===== src/hw/rtl/atan2_pkg.sv =====
// shared constants, types and coefficient table for the atan2 core
// no dependencies; imported by atan2_div, atan2_poly and the top level
`timescale 1ns / 1ps
`default_nettype none

package atan2_pkg;

	localparam int IN_WIDTH_DEF  = 16;
	localparam int FRAC_BITS_DEF = 13;

	// unsigned ratio min/max in Q1.15
	localparam int RATIO_BITS = 15;
	localparam int T_W        = RATIO_BITS + 1;
	localparam int T2_W       = 2 * RATIO_BITS + 1;
	localparam int COEF_W     = 30;
	localparam int HORNER_N   = 4;

	localparam logic [COEF_W-1:0] COEF1 = 30'd1073597943;
	localparam logic [COEF_W-1:0] COEF3 = 30'd354656388;
	localparam logic [COEF_W-1:0] COEF5 = 30'd193424926;
	localparam logic [COEF_W-1:0] COEF7 = 30'd91410863;
	localparam logic [COEF_W-1:0] COEF9 = 30'd22371518;

	localparam logic [63:0] PI_Q32      = 64'd13493037705;
	localparam logic [63:0] HALF_PI_Q32 = 64'd6746518852;

	typedef struct packed {
		logic sx;   // x negative
		logic sy;   // y negative
		logic xz;   // x zero
		logic yz;   // y zero
		logic swap; // |y| >= |x|
	} atan2_side_t;

	// coefficient subtracted at horner step idx
	function automatic logic [COEF_W-1:0] horner_coef(input logic [1:0] idx);
		logic [COEF_W-1:0] c;
		case (idx)
			2'd0: c = COEF7;
			2'd1: c = COEF5;
			2'd2: c = COEF3;
			2'd3: c = COEF1;
			default: c = COEF1;
		endcase
		return c;
	endfunction

endpackage

`default_nettype wire


===== src/hw/rtl/atan2_div.sv =====
// pipelined restoring divider: ratio = floor(min * 2^15 / max), one quotient bit per stage
// depends on atan2_pkg
`timescale 1ns / 1ps
`default_nettype none

module atan2_div #(
	parameter int IN_WIDTH = atan2_pkg::IN_WIDTH_DEF
) (
	input  wire                              clk,
	input  wire                              arst_n,
	input  wire                              en,
	input  wire                              in_vld,
	input  wire  [IN_WIDTH-1:0]              min_mag,
	input  wire  [IN_WIDTH-1:0]              max_mag,
	input  atan2_pkg::atan2_side_t           in_side,
	output logic                             out_vld,
	output logic [atan2_pkg::T_W-1:0]        ratio,
	output atan2_pkg::atan2_side_t           out_side
);
	import atan2_pkg::*;

	logic [IN_WIDTH-1:0] rem_s  [0:RATIO_BITS];
	logic [IN_WIDTH-1:0] max_s  [0:RATIO_BITS];
	logic [T_W-1:0]      quo_s  [0:RATIO_BITS];
	atan2_side_t         side_s [0:RATIO_BITS];
	logic                vld_s  [0:RATIO_BITS];

	logic first_ge;
	assign first_ge = (min_mag >= max_mag);

	// top quotient bit: min never exceeds max, so it is set only on equality
	always_ff @(posedge clk or negedge arst_n) begin
		if (!arst_n) begin
			vld_s[0] <= 1'b0;
		end else if (en) begin
			vld_s[0] <= in_vld;
		end
	end

	always_ff @(posedge clk) begin
		if (en) begin
			rem_s[0]  <= first_ge ? (min_mag - max_mag) : min_mag;
			max_s[0]  <= max_mag;
			quo_s[0]  <= {{(T_W-1){1'b0}}, first_ge};
			side_s[0] <= in_side;
		end
	end

	for (genvar k = 1; k <= RATIO_BITS; k++) begin : g_step
		logic [IN_WIDTH:0] shl;
		logic [IN_WIDTH:0] diff;
		logic              ge;

		assign shl  = {rem_s[k-1], 1'b0};
		assign ge   = (shl >= {1'b0, max_s[k-1]});
		assign diff = shl - {1'b0, max_s[k-1]};

		always_ff @(posedge clk or negedge arst_n) begin
			if (!arst_n) begin
				vld_s[k] <= 1'b0;
			end else if (en) begin
				vld_s[k] <= vld_s[k-1];
			end
		end

		always_ff @(posedge clk) begin
			if (en) begin
				rem_s[k]  <= ge ? diff[IN_WIDTH-1:0] : shl[IN_WIDTH-1:0];
				max_s[k]  <= max_s[k-1];
				quo_s[k]  <= {quo_s[k-1][T_W-2:0], ge};
				side_s[k] <= side_s[k-1];
			end
		end
	end

	assign out_vld  = vld_s[RATIO_BITS];
	assign ratio    = quo_s[RATIO_BITS];
	assign out_side = side_s[RATIO_BITS];

endmodule

`default_nettype wire


===== config.mk =====
export PLATFORM = sky130hd
export DESIGN_NAME = atan2_div
export DESIGN_NICKNAME = d
export VERILOG_FILES = /design/src/hw/rtl/atan2_pkg.sv /design/src/hw/rtl/atan2_div.sv
export SDC_FILE = /design/constraint.sdc
export NUM_CORES = 1
export LEC_CHECK = 0
export ABC_AREA = 1
export ABC_CLOCK_PERIOD_IN_PS = 3600
export BUFFER_PORTS_ARGS = -buffer_cell sky130_fd_sc_hd__buf_2
export CORE_MARGIN = 1.5
export CORE_UTILIZATION = 32
export CTS_BUF_LIST = sky130_fd_sc_hd__clkbuf_8
export CTS_CLUSTER_DIAMETER = 200
export CTS_CLUSTER_SIZE = 30
export DETAILED_ROUTE_END_ITERATION = 10
export GPL_TIMING_DRIVEN = 0
export PLACE_DENSITY_LB_ADDON = 0.12
export SLEW_MARGIN = 0
export SYNTH_ARGS = -nofsm -noshare
export SYNTH_HDL_FRONTEND = slang
export SYNTH_SLANG_ARGS = --single-unit

===== constraint.sdc =====
create_clock -name clk -period 3.6 [get_ports clk]
set_clock_uncertainty 0.1 [all_clocks]
set_input_delay 0.72 -clock clk [delete_from_list [all_inputs] [get_ports clk]]
set_output_delay 0.72 -clock clk [all_outputs]
set_load 0.01 [all_outputs]

After elaboration in Yosys (flattened, before gate mapping)
Memories as Yosys holds them, arrays and structs flattened.
Index checks and enable logic that the tools add are counted.
{"block": "totals", "regBits": 16, "latchBits": 0, "ramBits": 848, "romBits": 0, "in_bits": 41, "out_inout_bits": 22, "elab_cells": 70, "memories": 4}
{"block": "op_classes", "n_addsub": 16, "multipliers": 0, "div": 0, "order_cmp": 16, "eq_ne": 0, "shifts": 0, "mux": 18, "bitwise": 0, "reduce_logical": 0}
{"name": "max_s", "words": 16, "word_bits": 16, "rd": 15, "rd_clocked_by_memory_dff": 0, "write_ports": 16, "line": "atan2_div.sv:23", "text": "logic [IN_WIDTH-1:0] max_s [0:RATIO_BITS];"}
{"name": "quo_s", "words": 16, "word_bits": 16, "rd": 16, "rd_clocked_by_memory_dff": 0, "write_ports": 16, "line": "atan2_div.sv:24", "text": "logic [T_W-1:0] quo_s [0:RATIO_BITS];"}
{"name": "rem_s", "words": 16, "word_bits": 16, "rd": 15, "rd_clocked_by_memory_dff": 0, "write_ports": 16, "line": "atan2_div.sv:22", "text": "logic [IN_WIDTH-1:0] rem_s [0:RATIO_BITS];"}
{"name": "side_s", "words": 16, "word_bits": 5, "rd": 16, "rd_clocked_by_memory_dff": 0, "write_ports": 16, "line": "atan2_div.sv:25", "text": "atan2_side_t side_s [0:RATIO_BITS];"}
{"op": "two-way mux 16 bit", "n": 16}
{"op": "subtractor 16 bit", "n": 16}
{"op": "greater-or-equal comparator 17 x 16 -> 1 bit", "n": 15}
{"op": "greater-or-equal comparator 16 bit", "n": 1}
{"op": "two-way mux 1 bit", "n": 2}

Logic depth before layout (Yosys ltp)
Gate-level depths: netlist of run 1.
An unclocked memory read counts as a cell.
{"block": "logic_depth", "word_depth": 3, "ltp_mapped": 15, "depth_no_buf": 13}

Worst setup path before layout of run 1
No wires, ideal clock.
{"block": "synth_path", "path_type": "input to register", "startpoint": "input min_mag[0]", "endpoint": "memory rem_s[0][1] (netlist bit), data pin", "setup_ns": 0.257, "arrival_ns": 2.168, "required_ns": 3.243, "path_slack_ns": 1.075, "cell_stages": 12, "path_buffers": 1, "cell_sequence": "inv_1 ha_1 fa_1 inv_1 nand3_1 nand3_1 nand2_1 nand2_1 nand2_4 nand3_4 buf_6 o21ai_1"}
{"item": "from (decl)", "line": "atan2_div.sv:13", "text": "input wire [IN_WIDTH-1:0] min_mag,"}
{"item": "to (decl)", "line": "atan2_div.sv:22"}

==> results.cfg, run 1 <==
[run]
cap_violations = 0

[floorplan]
die_height_um = 362
io_pins = 63
die_x_um = 362
core_area_sq_um = 128000
initial_core_util_pct = 32.3
rows = 131
die_area_sq_um = 131000

[sta]
hold_viol_final = 0
relSlewSlack_pct = 53.8
rsz0062_at_grt = false
worst-slew-pin-transition_ns = 0.694
fmax_mhz = 378
setup_tns_ns = 0
setup_viol = 0
slew_violations = 0
fin_crit_ns = 2.65
min_period_over_period_pct = 73.5

[setup_path]
crit_path_max_fanout = 10
end_kind = register
path_class = in2reg
required_ns = 4.15
reg2reg_from = max_s[2][5]$_DFFE_PP_
r2r_slack_ns = 1.07
crit_chain = dlygate4sd3_1, buf_2, ha_1, fa_1, inv_1, nand3_1, nand3_1, nand2_1, nand2_1, nand2_4, nand3_4, buf_8, nand3_2, nand2_1
crit_start = max_mag[0]
cp_common_cell = nand2_1
timing.rr.end = rem_s[1][30]$_DFFE_PP_
cpMaxStageDelayCell = dlygate4sd3_1
slowest_delay_ns = 0.53
worstRegToRegCells = 12
start_kind = input pin
crit_family = simple AND/OR/NAND/NOR gates
path_buf_inv = 4
worstPathArrival_ns = 3.19

[global_routing]
met2_usage_pct = 27.4
grt_pass1_wl_um = 158000
grt_util_met3_pct = 1.35
grt_usage_pct = 15.3
antenna_found_initial = 2
met1_usage_pct = 20.1
grt.busiest_layer = met2
overflow = 0
grt_pass1_vias = 27900
grt_start_max_net_pins = 115

[clock_tree]
cts_made_buffers = 27
cts_sinks = 712
cts_tree = yes
htreeDepth = 1
ctsRootBufferMaster = clkbuf_8
cts_hold_buf = 23
cts_resized = 0
clock_path_buffers = 3
clkSlewWorstSetupHoldPaths_ns = 0.20
post_cts_buffers = 0
clk_latency_ns = 0.79

[synthesis]
syn_nets = 5040
ys_ff_latch = 712
synth_area_per_cell_sq_um = 8.71
synth.largest_area_cell = edfxtp_1
ys_warn_count = 0
syn-cell-area_sq_um = 41200
synth_cell_types = 42
synth_top_area_share_pct = 50.7
ys_seq_area_share_pct = 51.7
synth_area_leaders = edfxtp_1 (51%), nand2_1 (16%), inv_1 (7.8%)
netlist_instances = 4729

[worst_hold_path]
whs_endpoint = rem_s[0][5]$_DFFE_PP_
hold_start = min_mag[5]
min_path_type = in2reg
hold_path_depth = 3

[final_layout]
syn_to_final_growth_pct = 7.90
multiInputGateArea_sq_um = 16200
finalNetCount = 5161
final_common_cell = nand2_1
seq_area_sq_um = 21300
n_fill_cell = 13200
drive_gt1_share_pct = 5.02
mostFrequentLayoutCells = nand2_1 (1703), inv_1 (868), edfxtp_1 (696)
final_cells = 6524

[run_status]
outcome = finished clean

[placement]
port_buffers = 62
hpwl_um = 78800
placedCellCount = 6460
gp_congestion = 0.841

[detailed_routing]
postRouteAntennaNets = 0
vias = 28900
firstDrtPassIters = 5
via_per_inst = 4.43
drt-total-wl_um = 101000
wl_per_cell_um = 15.4
drt_iter0_drc = 1845
drc = 0

[power]
seq_power_share_pct = 40.7
leakage_nw = 21.4
p_comb_share_pct = 49.2
pwr-share-clk_pct = 10.2
p_sw_share_pct = 43.5
powerDensity_nw_per_um2 = 707
internal-power_mw = 17.8
vdd_drop_max_v = 0.000288
p_switching_mw = 13.7
==> cells by family (layout without fill, tap and decap cells) <==
group                    count (synthesis)  count (layout)  share of synthesized area (%)
multiplexers                             2               2                         0.0547
XOR/XNOR                               103             103                           2.19
flip-flops                             712             712                           51.7
other                                    0               2                              0
buffers and inverters                  932            1063                           9.05
AO/OA/AOI/OAI                          190             190                           2.39
adder cells (fa/ha/maj)                270             270                           8.47
AND/OR/NAND/NOR                       2520            2520                           26.1
==> cells in the mapped netlist (all sizes together) <==
cell type / number
nand2: 1737
inv: 877
edfxtp: 696
nand3: 310
ha: 255
nor2: 243
a21oi: 153
nand4: 76
xor2: 72
nand3b: 52
buf: 48
and2: 46
nor3: 35
o21ai: 34
xnor2: 31
or2: 18
dfrtp: 16
fa: 15
clkbuf: 7
mux2: 2
nor4: 2
o21bai: 2
a21o: 1
and3: 1
==> final cells by class <==
class                      instances  area share (%)
sequential                       712            47.9
antenna                            2          0.0113
tap                             1662            4.68
inverter                         877            7.42
clock inverter                    12           0.121
timing repair buffer              92            1.67
clock buffer                      27           0.836
buffer                            55           0.968
multi-input combinational       3085            36.4
==> metrics by stage <==
stage                     setup slack (ns)  cell area [sq um]  hold slack [ns]  util (%)  power [mW]
after floorplan                       1.07              41200            0.300         -        23.9
after global placement               -9.81              43600            0.301      34.1        28.7
after detailed placement             0.493              43800            0.305      34.3        28.6
after CTS                             1.02              44400           0.0885      34.8        32.0
after global routing                 0.839              44400            0.120      34.8        34.5
final                                0.953              44400            0.206      34.8        31.4
==> worst reg2reg max path, stage by stage (launching register included) <==
cell and delay, ns:
edfxtp_1 0.45, inv_1 0.08, ha_1 0.37, nand2_1 0.11
nor2_1 0.20, nand2_1 0.10, nor3_1 0.20, nor2_1 0.10
nand2_4 0.16, inv_2 0.11, buf_6 0.16, nand2_1 0.06
nand2_1 0.10
==> registers in the layout, summed over array words and instances (netlist names) <==
name and cells:
vld_s 15, quo_s 136, max_s 240, rem_s 240, side_s 80, out_vld 1
==> worst max-delay path by stage <==
stage                              to  slack, ns  cells after the start
2_1_floorplan   rem_s[0][1]$_DFFE_PP_       1.07                     12
3_3_place_gp      out_vld$_DFFE_PN0P_      -9.81                      3
3_5_place_dp   quo_s[14][6]$_DFFE_PP_       0.49                      4
4_1_cts        rem_s[1][28]$_DFFE_PP_       1.02                     12
5_1_grt        rem_s[1][28]$_DFFE_PP_       0.84                     12
6_report       rem_s[0][13]$_DFFE_PP_       0.95                     14
==> routing by layer <==
metal / wire length [um] / up-vias
li1: - / 15300
met1: 46500 / 13200
met2: 49700 / 331
met3: 2830 / 67
met4: 1470 / 2
met5: 12 / -
==> power by group through the flow <==
stage	registers [mW]	logic (mW)	clock network, mW
6_report	12.8	15.5	3.19
5_1_grt	13.0	17.8	3.72
4_1_cts	12.9	15.6	3.49
3_5_place_dp	13.1	15.5	0
3_3_place_gp	13.2	15.5	0
2_1_floorplan	12.4	11.5	0
Note: power is estimated with default switching activity, not from simulation.
==> inputs of run 2 (changes only) <==
Settings changed: ABC_AREA 1 to 0, ABC_CLOCK_PERIOD_IN_PS 3600 to 2200.
Clock period 3.6 ns to 2.2 ns, I/O delays scaled along.
==> run 2 against run 1 <==
Net effect: the run now ends with negative setup slack left; sequential share of layout area down 1.6 points; wire length down 18%; first-iteration DRC count down 38%; design area up 3.5%; sequential power up 68%; critical path depth down 4; non-clock buffer count up 293; power up 99%; register-to-register slack worse by 1.9 ns; core utilization up 6.0 points; final cell count down 27%; clock power up 61%; critical path type is now reg2reg.
==> results.cfg, run 2 <==
[power]
p_switching_mw = 22.5
p_sw_share_pct = 35.9
powerDensity_nw_per_um2 = 1360
seq_power_share_pct = 34.3
p_comb_share_pct = 57.5
leakage_nw = 18.1
internal-power_mw = 40.1
pwr-share-clk_pct = 8.2
vdd_drop_max_v = 0.000661

[final_layout]
drive_gt1_share_pct = 31.6
n_fill_cell = 10400
mostFrequentLayoutCells = edfxtp_1 (696), inv_1 (287), buf_4 (209)
final_common_cell = edfxtp_1
final_cells = 4785
finalNetCount = 3586
multiInputGateArea_sq_um = 17000
syn_to_final_growth_pct = 26.2
reg_top3 = max_s x240, rem_s x240, quo_s x136
seq_area_sq_um = 21300

[clock_tree]
cts_tree = yes
cts_sinks = 712
clk_latency_ns = 0.76
htreeDepth = 1
cts_made_buffers = 27
ctsRootBufferMaster = clkbuf_8
clkSlewWorstSetupHoldPaths_ns = 0.19
clock_path_buffers = 3

[sta]
worst-slew-pin-transition_ns = 0.679
timing.final.ws_setup_ns = -0.858
hold_viol_final = 0
setup_tns_ns = -133.91
rsz0062_at_grt = true
slew_violations = 0
fmax_mhz = 327
relSlewSlack_pct = 54.6
fin_crit_ns = 3.06
min_period_over_period_pct = 139
setup_viol = 245

[global_routing]
grt_pass1_vias = 23800
met1_usage_pct = 17.7
grt_util_met3_pct = 1.28
met2_usage_pct = 23.9
grt_start_max_net_pins = 118
overflow = 0
grt_usage_pct = 13.6
grt_pass1_wl_um = 128000
antenna_found_initial = 1
grt.busiest_layer = met2

[run]
cap_violations = 0

[synthesis]
synth_area_leaders = edfxtp_1 (57%), ha_1 (8.7%), mux2_2 (3.6%)
ys_async_sr_fraction_pct = 2.25
syn_nets = 3157
synth.largest_area_cell = edfxtp_1
ys_ff_latch = 712
netlist_instances = 2846
ys_seq_area_share_pct = 58.4
ys_warn_count = 0
synth_edf_count = 696
synth_top_area_share_pct = 57.3
synth_cell_types = 91
syn-cell-area_sq_um = 36500
synth_top_flop_cell = edfxtp_1
synth_area_per_cell_sq_um = 12.8
synthTopCellsByCount = edfxtp_1 (696), inv_1 (315), ha_1 (255)
yosys.cell_count.top_type = edfxtp_1

[placement]
placedCellCount = 4414
pre_cts_slack_ns = -1.31
port_buffers = 62
gp_congestion = 0.848
hpwl_um = 55400

[setup_path]
slowest_delay_ns = 0.51
crit_chain = inv_1, fa_1, nor2b_4, o31a_1, or4b_4, a31o_4, o31ai_4, mux2i_1, o221ai_1, mux2_4
required_ns = 2.63
cpMaxStageDelayCell = or4b_4
path_class = reg2reg
start_kind = register
end_kind = register
crit_path_max_fanout = 2
worstPathArrival_ns = 3.49

[detailed_routing]
wl_per_cell_um = 17.3
via_per_inst = 4.84
postRouteAntennaNets = 0
firstDrtPassIters = 5
drt_iter0_drc = 1144
vias = 23200
drc = 0
drt-total-wl_um = 82900

[floorplan]
die_area_sq_um = 116000
initial_core_util_pct = 32.3
die_height_um = 341
core_area_sq_um = 113000
rows = 123
die_x_um = 341
io_pins = 63

[run_status]
outcome = finished, violations left
violations = negative setup slack

[worst_hold_path]
min_path_type = in2reg
run 2: area by class of cell:
type	count	share of cell area, %
Inverter	319	2.68
Multi-Input combinational cell	1775	36.9
Buffer	34	0.973
Clock inverter	11	0.101
Sequential cell	712	46.3
Timing Repair Buffer	406	8.21
Tap cell	1500	4.08
Antenna cell	1	0.00544
Clock buffer	27	0.808
run 2: cell families after synthesis:
family,count (synthesis),share of synthesized area [%]
AND/OR/NAND/NOR,579,7.83
flip-flops,712,58.4
adder cells (fa/ha/maj),270,9.57
multiplexers,176,5.45
AO/OA/AOI/OAI,604,11.3
buffers and inverters,359,3.99
XOR/XNOR,146,3.51
run 2: worst paths after layout:
path	startpoint	endpoint	slack, ns	depth (start not counted)
min reg2reg	quo_s[12][12]$_DFFE_PP_	quo_s[13][13]$_DFFE_PP_	0.33	0
min	en	side_s[0][3]$_DFFE_PP_	0.08	1
max	rem_s[3][16]$_SDFFCE_PN0P_	rem_s[4][14]$_DFFE_PP_	-0.86	10
max reg2reg	rem_s[3][16]$_SDFFCE_PN0P_	rem_s[4][14]$_DFFE_PP_	-0.86	10
max in group asynchronous	arst_n	vld_s[5]$_DFFE_PN0P_	0.90	3
min in group asynchronous	arst_n	vld_s[1]$_DFFE_PN0P_	0.68	3
run 2: timing repair:
action,4_1_cts,5_1_grt
hold endpoints to repair,55,0
hold buffers,41,0
gates resized for setup,359,272
buffers inserted,200,106
pin swaps,146,130
gates cloned,15,3
endpoints found under the setup margin,322,356
run 2: worst max-delay path: cells and delay by family, from the launching register on:
family	cells	cell delay, ns
AOI/OAI and AO/OA	4	0.88
adders and majority gates	1	0.25
buffers and inverters	1	0.10
DFF	1	0.44
muxes	2	0.49
and+or+nand+nor	2	0.57
run 2: per-stage QoR:
| step | power (mW) | cell area (sq um) | util [%] | hold WS (ns) |
|---|---|---|---|---|
| after floorplan | 41.6 | 37600 | - | 0.0444 |
| after global placement | 47.2 | 39800 | 35.3 | 0.247 |
| after detailed placement | 47.7 | 40000 | 35.4 | 0.263 |
| after CTS | 60.1 | 44300 | 39.2 | 0.000286 |
| after global routing | 66.6 | 46000 | 40.8 | 0.0180 |
| final | 62.5 | 46000 | 40.8 | 0.0797 |
run 2: layer usage:
layer	share of wire [%]	up-vias
li1	-	11300
met3	2.9	129
met4	2.9	0
met5	0	-
met1	45	11400
met2	49	348
run 2: power groups by stage:
| stage | registers, mW | clock network [mW] | logic, mW |
|---|---|---|---|
| floorplan | 20.8 | 0 | 20.8 |
| finish | 21.5 | 5.13 | 36.0 |
| global placement | 21.8 | 0 | 25.4 |
| detailed placement | 21.6 | 0 | 26.1 |
| global route | 21.8 | 5.91 | 38.9 |
| CTS | 21.4 | 5.55 | 33.2 |
